[src/pra_pkg.sv]
// Package of the page allocator: sizes, codes, reset constants and the
// command and status structs between controller and datapath. No dependencies.
`timescale 1ns / 1ps

package pra_pkg;

	localparam int ADDR_W     = 32;
	localparam int ACT_W      = 2;
	localparam int STATUS_W   = 2;
	localparam int REQ_W      = 3;
	localparam int SRC_W      = 3;
	localparam int CFG_IDX_W  = 1;
	localparam int PAGE_SHIFT = 12;
	localparam int PAGE_BYTES = 1 << PAGE_SHIFT;

	localparam int NUM_PAGES      = 32768;
	localparam int PAGE_W         = $clog2(NUM_PAGES);
	localparam int LINK_W         = PAGE_W + 1;
	localparam int LIST_W         = 3;
	localparam int NUM_REQUESTERS = 1 << LIST_W;

	// Width of a page count taken from a 33-bit byte span.
	localparam int PCNT_W = ADDR_W + 1 - PAGE_SHIFT;

	localparam logic [ACT_W-1:0] ACT_ALLOC = 2'd0;
	localparam logic [ACT_W-1:0] ACT_FREE  = 2'd1;
	localparam logic [ACT_W-1:0] ACT_INIT  = 2'd2;

	localparam logic [STATUS_W-1:0] ST_OK       = 2'd0;
	localparam logic [STATUS_W-1:0] ST_OOM      = 2'd1;
	localparam logic [STATUS_W-1:0] ST_BAD_FREE = 2'd2;

	localparam logic [CFG_IDX_W-1:0] CFG_POOL_START = 1'd0;
	localparam logic [CFG_IDX_W-1:0] CFG_POOL_END   = 1'd1;

	localparam logic [ADDR_W-1:0] RST_START = 32'h8002_1000;
	localparam logic [ADDR_W-1:0] RST_END   = 32'h8800_0000;

	// Pool layout right after reset, identical to an initialization by list zero.
	localparam logic [ADDR_W:0] PAGE_MASK = (ADDR_W + 1)'(PAGE_BYTES - 1);
	localparam logic [ADDR_W:0] RST_BASE  = ({1'b0, RST_START} + PAGE_MASK) & ~PAGE_MASK;
	localparam logic [ADDR_W:0] RST_END_X = {1'b0, RST_END};
	localparam longint RST_SPAN =
		((RST_BASE + (ADDR_W + 1)'(PAGE_BYTES)) <= RST_END_X) ?
		longint'(RST_END_X - RST_BASE) / PAGE_BYTES : 64'sd0;
	localparam longint RST_PAGES = (RST_SPAN > NUM_PAGES) ? longint'(NUM_PAGES) : RST_SPAN;
	localparam logic [PAGE_W-1:0] RST_HEAD = PAGE_W'(RST_PAGES - 1);
	localparam logic RST_HEAD_VALID = (RST_PAGES != 0);

	typedef struct packed {
		logic latch_in;
		logic decode;
		logic sweep_step;
		logic alloc_rd;
		logic alloc_wb;
		logic free_wr;
		logic load_out;
	} pra_cmd_t;

	typedef struct packed {
		logic [ACT_W-1:0] action;
		logic             alloc_none;
		logic             free_bad;
		logic             sweep_last;
		logic             out_free;
	} pra_stat_t;

endpackage

[src/pra_ctrl.sv]
// Controller of the page allocator: sequences each transaction and the link
// memory sweep. Depends on pra_pkg for the command and status structs.
`timescale 1ns / 1ps

module pra_ctrl (
	input  logic               clk,
	input  logic               arst_n,
	input  logic               in_valid,
	input  pra_pkg::pra_stat_t stat,
	output pra_pkg::pra_cmd_t  cmd,
	output logic               in_ready
);

	typedef enum logic [7:0] {
		S_CLEAR    = 8'b0000_0001,
		S_IDLE     = 8'b0000_0010,
		S_DECODE   = 8'b0000_0100,
		S_SWEEP    = 8'b0000_1000,
		S_ALLOC_RD = 8'b0001_0000,
		S_ALLOC_WB = 8'b0010_0000,
		S_FREE_WR  = 8'b0100_0000,
		S_DONE     = 8'b1000_0000
	} state_t;

	state_t state_q;
	state_t state_d;

	always_ff @(posedge clk or negedge arst_n) begin
		if (!arst_n) begin
			state_q <= S_CLEAR;
		end else begin
			state_q <= state_d;
		end
	end

	assign in_ready = (state_q == S_IDLE);

	always_comb begin
		state_d = state_q;
		cmd     = '0;
		case (state_q)
			S_CLEAR: begin
				cmd.sweep_step = 1'b1;
				if (stat.sweep_last) begin
					state_d = S_IDLE;
				end
			end
			S_IDLE: begin
				if (in_valid) begin
					cmd.latch_in = 1'b1;
					state_d      = S_DECODE;
				end
			end
			S_DECODE: begin
				cmd.decode = 1'b1;
				case (stat.action)
					pra_pkg::ACT_ALLOC: state_d = stat.alloc_none ? S_DONE : S_ALLOC_RD;
					pra_pkg::ACT_FREE:  state_d = stat.free_bad ? S_DONE : S_FREE_WR;
					pra_pkg::ACT_INIT:  state_d = S_SWEEP;
					default:            state_d = S_DONE;
				endcase
			end
			S_SWEEP: begin
				cmd.sweep_step = 1'b1;
				if (stat.sweep_last) begin
					state_d = S_DONE;
				end
			end
			S_ALLOC_RD: begin
				cmd.alloc_rd = 1'b1;
				state_d      = S_ALLOC_WB;
			end
			S_ALLOC_WB: begin
				cmd.alloc_wb = 1'b1;
				state_d      = S_DONE;
			end
			S_FREE_WR: begin
				cmd.free_wr = 1'b1;
				state_d     = S_DONE;
			end
			S_DONE: begin
				if (stat.out_free) begin
					cmd.load_out = 1'b1;
					state_d      = S_IDLE;
				end
			end
			default: begin
				state_d = S_CLEAR;
			end
		endcase
	end

endmodule

[config.mk]
export PLATFORM = sky130hd
export DESIGN_NAME = pra_ctrl
export DESIGN_NICKNAME = d
export VERILOG_FILES = /design/src/pra_pkg.sv /design/src/pra_ctrl.sv
export SDC_FILE = /design/constraint.sdc
export NUM_CORES = 1
export LEC_CHECK = 0
export ABC_AREA = 1
export BUFFER_PORTS_ARGS = -buffer_cell sky130_fd_sc_hd__buf_2
export CAP_MARGIN = 20
export CORE_AREA = 2 2 39 41
export CTS_CLUSTER_DIAMETER = 50
export DETAILED_ROUTE_END_ITERATION = 6
export DIE_AREA = 0 0 41 43
export GPL_TIMING_DRIVEN = 0
export PLACE_DENSITY = 0.77
export SETUP_SLACK_MARGIN = 0.1
export SLEW_MARGIN = 20
export SYNTH_ARGS = -nofsm -noshare
export SYNTH_HDL_FRONTEND = slang
export SYNTH_SLANG_ARGS = --single-unit
[constraint.sdc]
create_clock -name clk -period 1.45 [get_ports clk]
set_input_delay 0 -clock clk [delete_from_list [all_inputs] [get_ports clk]]
set_output_delay 0 -clock clk [all_outputs]
set_load 0.01 [all_outputs]
## Word level (Yosys, flattened, before mapping)

Index checks and enable logic that the tools add are counted.
Widths: inputs -> output; s select.

- Output and inout port bits: 8
- Register bits: 8
- Bits of input ports: 9

- Mux-type cells: 17
- Equality and inequality tests: 14
- Reduce and logical (&&, ||, !) cells: 4

Operators by type and width:

| cell | count |
|---|---|
| $pmux 8 s7 | 1 |
| $mux 8 | 6 |
| $pmux 8 s3 | 1 |
| $mux 1 | 9 |
| $eq 8x1->1 const B | 1 |
| $eq 8x2->1 const B | 1 |
| $eq 8x3->1 const B | 1 |
| $eq 8x4->1 const B | 1 |
| $eq 8x5->1 const B | 1 |
| $eq 8x6->1 const B | 1 |
| $eq 8x7->1 const B | 1 |
| $eq 8x8->1 const B | 1 |
| $ne 2x2->1 const B | 4 |
| $reduce_and 4->1 | 1 |
| $reduce_or 2->1 | 2 |
| $eq 2x1->1 const B | 1 |
| $eq 2x2->1 const B | 1 |
| $logic_not 2->1 | 1 |

## Longest topological paths before layout

Gate-level depths: netlist of the first run.

- Word-level depth: 3
- Gate-level depth with buffers: 8
- Depth with buffers taken out: 8

## Worst setup path after synthesis of the first run

Ideal clock, no wire load.

- Path type: reg-to-reg
- From: reg state_q[0]
- To: reg state_q[7]
- Buffers on the path: 0
- Path slack: 311 ps
- Period minus slack after synthesis: 1139 ps
- Arrival time: 1021 ps
- Setup time: 118 ps
- Cell stages (with the launch flop): 8
- Path through: dfstp_2 > nand2_1 > nor2_1 > nand3_2 > nand2_1 > nor2_2 > nand2_1 > nand2_1

- Word-level cells in the longest chain between the ends: 3

RTL lines:

| what | RTL line | source |
|---|---|---|
| start, declared | pra_ctrl.sv:25 | `state_t state_q;` |
| start signal, assigned | pra_ctrl.sv:32 | `state_q <= state_d;` |
| $eq 8x7->1 (tied with other cells) | pra_ctrl.sv:41 | `case (state_q)` |
| $reduce_or 2->1 (no source line) / $ne 2x2->1 (equally long branches) | - |  |
| $pmux 8 s7 / $reduce_and 4->1 (equally long branches) | - |  |

Parallel ways exist; a longest one is shown, timed or not.
A chain may end at the register's enable or synchronous reset.

==> impl_metrics.json, run 1 <==
{
  "status": "complete, no violations",
  "yosysUniqueCellTypes": 18,
  "slowest_delay_ns": 0.41,
  "path_class": "flip-flop to output port",
  "num_antenna_cells": 0,
  "synth_top_area_cell": "dfrtp_1",
  "drv_cap": 0,
  "seq_power_share_pct": 30.8,
  "gp_congestion": 0.854,
  "die_h_um": 43,
  "grt_setup_unrepaired": "true",
  "io_pins": 17,
  "r2r_end": "state_q[1]",
  "grt_pass1_vias": 627,
  "yosysSeqAreaShare_pct": 31.9,
  "netlist_instances": 92,
  "period_minus_slack_ns": 1.29,
  "rr_worst_depth": 8,
  "clock_latency_ns": 0.25,
  "power.internal_mw": 0.586,
  "relSlewSlack_pct": 84.7,
  "drc_errors": 0,
  "cts-root-buf": "clkbuf_4",
  "path_delay_family": "flip-flops",
  "post-place-ws_ns": 0.234,
  "synth_top_area_share_pct": 27.8,
  "fmax_mhz": 773,
  "route.vias.total": 665,
  "ys_ff_latch": 8,
  "die_w_um": 41,
  "regToRegStartpoint": "state_q[0]",
  "top_regs": "state_q x8",
  "ir_drop_v": 0.000893,
  "fin_nets": 133,
  "slowest_stage": "dfrtp_1",
  "hold_violations": 0,
  "clkPwrFrac_pct": 17.6,
  "worstMarginPinSlew_ns": 0.227,
  "path_buf_inv": 2,
  "tns_ns": 0,
  "finClkSkew_ns": 0.00250,
  "grt_use_total_pct": 19.3,
  "drt_iter0_markers": 6,
  "period_share_pct": 89.3,
  "wl_per_cell_um": 10.7,
  "syn_to_final_growth_pct": 39.5,
  "setup_violations": 0,
  "finalNonFillerCells": 139,
  "tritoncts": "done",
  "portBuffers": 16,
  "grt_pass1_wl_mm": 2.33,
  "core-area_um2": 1380,
  "initial_utilization_pct": 45.6,
  "grt_max_degree": 9,
  "hold-path-cell-count": 4,
  "antenna_left": 0,
  "endpoint_kind": "output port",
  "hold_path_class": "input pin to flip-flop",
  "rows": 14,
  "switching_share_pct": 42.3,
  "path_cells": "nor2_4, nand2_4, inv_6, nand2_1, o21ai_1, buf_2",
  "setup_slack_ns": 0.156,
  "p_switching_mw": 0.430,
  "dp_hpwl_mm": 1.11,
  "regMostFlops": "state_q",
  "viasPerCell": 4.78,
  "clock_path_buffers": 2,
  "power_density_nw_per_um2": 1160,
  "synth.top_cells.by_area": "dfrtp_1 (28%), nand2_1 (13%), inv_1 (8.9%)",
  "antenna_found_initial": 0,
  "grt-ovfl-total": 0,
  "startpoint_type": "flip-flop",
  "die-area_um2": 1760,
  "arrival_ns": 1.29,
  "dp_cells": 124,
  "cts_buffers": 3,
  "power_mw": 1.02,
  "slew_viol_final": 0,
  "largest_reg_flops": 8,
  "worstPathRequired_ns": 1.45,
  "layout-drive-gt1-share_pct": 41.5,
  "htreeDepth": 1,
  "min_to": "state_q[0]",
  "drt_pass1_iterations": 4,
  "synth_warnings": 0,
  "p_leak_nw": 0.514,
  "hold_path.startpoint": "stat[1]",
  "clkTransAtPathRegs_ns": 0.05,
  "worstPathMaxFanout": 6,
  "comb_power_share_pct": 51.5,
  "tritoncts_num_sinks": 8,
  "r2r_slack_ns": 0.17,
  "synth_nets": 101,
  "routed_wl_mm": 1.49,
  "synth_area_um2": 631,
  "avgSynthCellArea_um2": 6.85
}
-- repair_timing --
item	4_1_cts	5_1_grt
hold buffers	5	0
setup buffers	0	6
pin swaps	0	7
endpoints found under the hold margin	11	0
endpoints found under the setup margin	1	4
resized for setup	1	9
-- power groups by stage --
stage / Combinational [mW] / Sequential (mW) / Clock (mW)
after floorplan: 0.333 / 0.309 / 0
after global placement: 0.425 / 0.312 / 0
after detailed placement: 0.434 / 0.315 / 0
after CTS: 0.456 / 0.311 / 0.187
after global routing: 0.594 / 0.318 / 0.194
final: 0.524 / 0.313 / 0.179
-- area by class of cell --
cell class | count | area [um^2]
clock buffers | 4 | 26.3
fillers | 130 | 504
inverters | 18 | 72.6
multi-input cells | 66 | 384
flip-flops and latches | 8 | 201
well taps | 16 | 20.0
repair buffers | 27 | 175
-- stage by stage --
stage	hold WS [ns]	util (%)	area, um^2
after floorplan	-0.296	-	631
after global placement	-0.153	52.8	731
after detailed placement	-0.149	52.8	731
after CTS	0.0102	58.5	810
after global routing	0.0389	63.6	880
final	0.00746	63.6	880
-- worst max-delay path by stage --
stage	to	slack [ns]	depth (start not counted)	startpoint
finish	cmd[4]	0.16	6	state_q[7]
CTS	cmd[6]	0.11	6	state_q[6]
global placement	state_q[1]	0.25	7	state_q[0]
detailed placement	state_q[1]	0.23	8	state_q[0]
global route	cmd[4]	0.05	6	state_q[4]
floorplan	state_q[7]	0.31	7	state_q[0]
-- routing by layer --
metal	vias up	GRT usage [%]	share of wire, %
met3	4	1.57	2.2
li1	343	-	-
met1	308	22.7	41
met2	10	32.5	55
met5	-	0	0
met4	0	10.0	1.9
-- placed cells by master, fill, tap and decap left out --
| cell type | netlist | final |
|---|---|---|
| and2_1 | 1 | 1 |
| buf_2 | 0 | 16 |
| buf_4 | 0 | 6 |
| clkbuf_1 | 0 | 1 |
| clkbuf_4 | 0 | 3 |
| dfrtp_1 | 7 | 7 |
| dfstp_2 | 1 | 1 |
| dlygate4sd3_1 | 0 | 5 |
| inv_1 | 15 | 13 |
| inv_2 | 2 | 4 |
| inv_6 | 0 | 1 |
| nand2_1 | 22 | 21 |
| nand2_2 | 3 | 3 |
| nand2_4 | 2 | 3 |
| nand3_1 | 7 | 7 |
| nand3_2 | 4 | 4 |
| nand4_1 | 1 | 1 |
| nor2_1 | 14 | 13 |
| nor2_2 | 5 | 3 |
| nor2_4 | 3 | 6 |
| nor4_1 | 2 | 2 |
| o21ai_1 | 0 | 1 |
| o31ai_2 | 1 | 1 |
-- worst reg2reg max path, delay by kind of cell, from the launching register on --
kind                   cells  cell delay (ns)
AND/OR/NAND/NOR            7             0.61
flip-flops                 1             0.56
buffers and inverters      1             0.05
-- synthesized netlist by cell type (all sizes together) --
cell type,number
o21ai,1
nor4,2
inv,18
nand4,1
and2,1
o31ai,1
nand2,27
nand3,11
nor2,22
dfstp,1
dfrtp,7
-- cell families after synthesis --
group | after synthesis | share of synthesized area, %
AO/OA/AOI/OAI | 2 | 2.78
buffers and inverters | 18 | 11.1
flip-flops | 8 | 31.9
AND/OR/NAND/NOR | 64 | 54.2
Note: power is estimated with default switching activity, not from simulation.
==> run 2, diff against run 1 <==
- clock period: 1.45 -> 1.6 ns (I/O delays scaled with it)
==> run 2 against run 1 <==
  * Cell count is 4.3% lower
  * Sequential share of layout area is 2.1 points higher
  * Sequential cell count stayed put
  * Worst setup slack better by 0.085 ns
  * Clock skew hardly changed
  * Via count is 4.4% lower
  * Critical endpoint unchanged
==> impl_metrics.json, run 2 (same netlist as run 1, synthesis figures left out) <==
{
  "status": "complete, no violations",
  "comb_power_share_pct": 47.4,
  "rows": 14,
  "period_share_pct": 85.0,
  "switching_share_pct": 41.7,
  "path_class": "flip-flop to output port",
  "period_minus_slack_ns": 1.36,
  "tritoncts_num_sinks": 8,
  "endpoint_kind": "output port",
  "relSlewSlack_pct": 84.7,
  "p_leak_nw": 0.477,
  "regToRegStartpoint": "state_q[0]",
  "slowest_stage": "dfstp_2",
  "antenna_found_initial": 0,
  "power_mw": 0.844,
  "syn_to_final_growth_pct": 28.0,
  "regMostFlops": "state_q",
  "r2r_slack_ns": 0.37,
  "io_pins": 17,
  "drt_iter0_markers": 14,
  "finalNonFillerCells": 133,
  "dp_hpwl_mm": 1.11,
  "clock_latency_ns": 0.25,
  "core-area_um2": 1380,
  "die_w_um": 41,
  "wl_per_cell_um": 10.1,
  "path_delay_family": "flip-flops",
  "fin_nets": 127,
  "tns_ns": 0,
  "layout-drive-gt1-share_pct": 35.0,
  "worstMarginPinSlew_ns": 0.227,
  "tritoncts": "done",
  "setup_slack_ns": 0.240,
  "drt_pass1_iterations": 4,
  "seq_power_share_pct": 33.3,
  "startpoint_type": "flip-flop",
  "initial_utilization_pct": 45.6,
  "grt-ovfl-total": 0,
  "portBuffers": 16,
  "grt_pass1_vias": 627,
  "grt_max_degree": 9,
  "clkTransAtPathRegs_ns": 0.05,
  "slew_viol_final": 0,
  "r2r_end": "state_q[1]",
  "grt_use_total_pct": 19.3,
  "top_regs": "state_q x8",
  "cts_buffers": 3,
  "clock_path_buffers": 2,
  "path_cells": "nand2_1, nor2_1, nand2_1, o21ai_0, buf_2",
  "post-place-ws_ns": 0.384,
  "die-area_um2": 1760,
  "hold_path_class": "input pin to flip-flop",
  "num_antenna_cells": 0,
  "hold-path-cell-count": 4,
  "fillerInstances": 139,
  "p_switching_mw": 0.352,
  "use_met3_pct": 1.57,
  "final_util_pct": 58.3,
  "drv_cap": 0,
  "fmax_mhz": 735,
  "cts_resized": 0,
  "crit_start": "state_q[0]",
  "die_h_um": 43,
  "arrival_ns": 1.36,
  "htreeDepth": 1,
  "power_density_nw_per_um2": 1050,
  "viasPerCell": 4.78,
  "dp_cells": 124,
  "hold_violations": 0,
  "clkPwrFrac_pct": 19.2,
  "hold_path.startpoint": "stat[1]",
  "use_met2_pct": 32.5,
  "drc_errors": 0,
  "cp-endpoint": "cmd[4]",
  "ir_drop_v": 0.000737,
  "setup_violations": 0,
  "path_depth": 5,
  "finClkSkew_ns": 0.00249,
  "final_cell_mix": "nand2_1 (22), buf_2 (16), inv_1 (15), nor2_1 (14)",
  "grt_setup_unrepaired": "false",
  "power.internal_mw": 0.493,
  "gp_congestion": 0.854,
  "cts-root-buf": "clkbuf_4",
  "routed_wl_mm": 1.35,
  "path_buf_inv": 1,
  "rr_worst_depth": 8,
  "slowest_delay_ns": 0.56,
  "largest_reg_flops": 8,
  "worstPathMaxFanout": 3,
  "path_common_cell": "nand2_1",
  "antenna_left": 0,
  "grt_pass1_wl_mm": 2.33,
  "worstPathRequired_ns": 1.60,
  "grt.busiest_layer": "met2",
  "final_common_cell": "nand2_1",
  "grt_use_met1_pct": 22.7,
  "route.vias.total": 636
}
-- run 2: cell count changes in the layout (fill, tap and decap cells not counted), moves of 2 or more --
cell / previous run / this run
buf_4: 6 / 0
nor2_4: 6 / 3
inv_1: 13 / 15
inv_2: 4 / 2
nor2_2: 3 / 5
-- run 2: area by class of cell --
type | instances | area, um^2 | share of cell area, %
well taps | 16 | 20.0 | 2.48
inverters | 18 | 70.1 | 8.68
multi-input cells | 66 | 359 | 44.5
flip-flops and latches | 8 | 201 | 25.0
repair buffers | 21 | 130 | 16.1
clock buffers | 4 | 26.3 | 3.26
-- run 2: metal layers --
metal | part of all wire, % | vias up
met5 | 0 | -
met2 | 54 | 12
met1 | 43 | 294
met3 | 2.8 | 2
li1 | - | 328
met4 | 0.89 | 0
-- run 2: repair_timing --
| item | in CTS | in global routing |
|---|---|---|
| setup buffers | 0 | 0 |
| hold buffers | 5 | 0 |
| endpoints found under the hold margin | 11 | 0 |
-- run 2: how the worst min path moves through the flow --
stage / slack, ns / to
2_1_floorplan: -0.30 / state_q[1]
3_3_place_gp: -0.15 / state_q[5]
3_5_place_dp: -0.15 / state_q[5]
4_1_cts: 0.01 / state_q[0]
5_1_grt: 0.04 / state_q[0]
6_report: 0.008 / state_q[0]
-- run 2: worst min-delay path: stages --
cell and delay (ns):
buf_2 0.07, inv_1 0.05, nand3_2 0.07, nand2_1 0.05
-- run 2: metrics by stage --
step	hold WS [ns]	cell area [um^2]
after floorplan	-0.296	631
after global placement	-0.153	731
after detailed placement	-0.149	731
after CTS	0.0102	807
after global routing	0.0385	807
final	0.00811	807
-- run 2: power groups by stage --
stage	combinational [mW]	clock, mW	sequential (mW)
floorplan	0.302	0	0.280
global placement	0.385	0	0.282
detailed placement	0.394	0	0.286
CTS	0.405	0.170	0.282
global route	0.461	0.176	0.285
finish	0.401	0.162	0.282
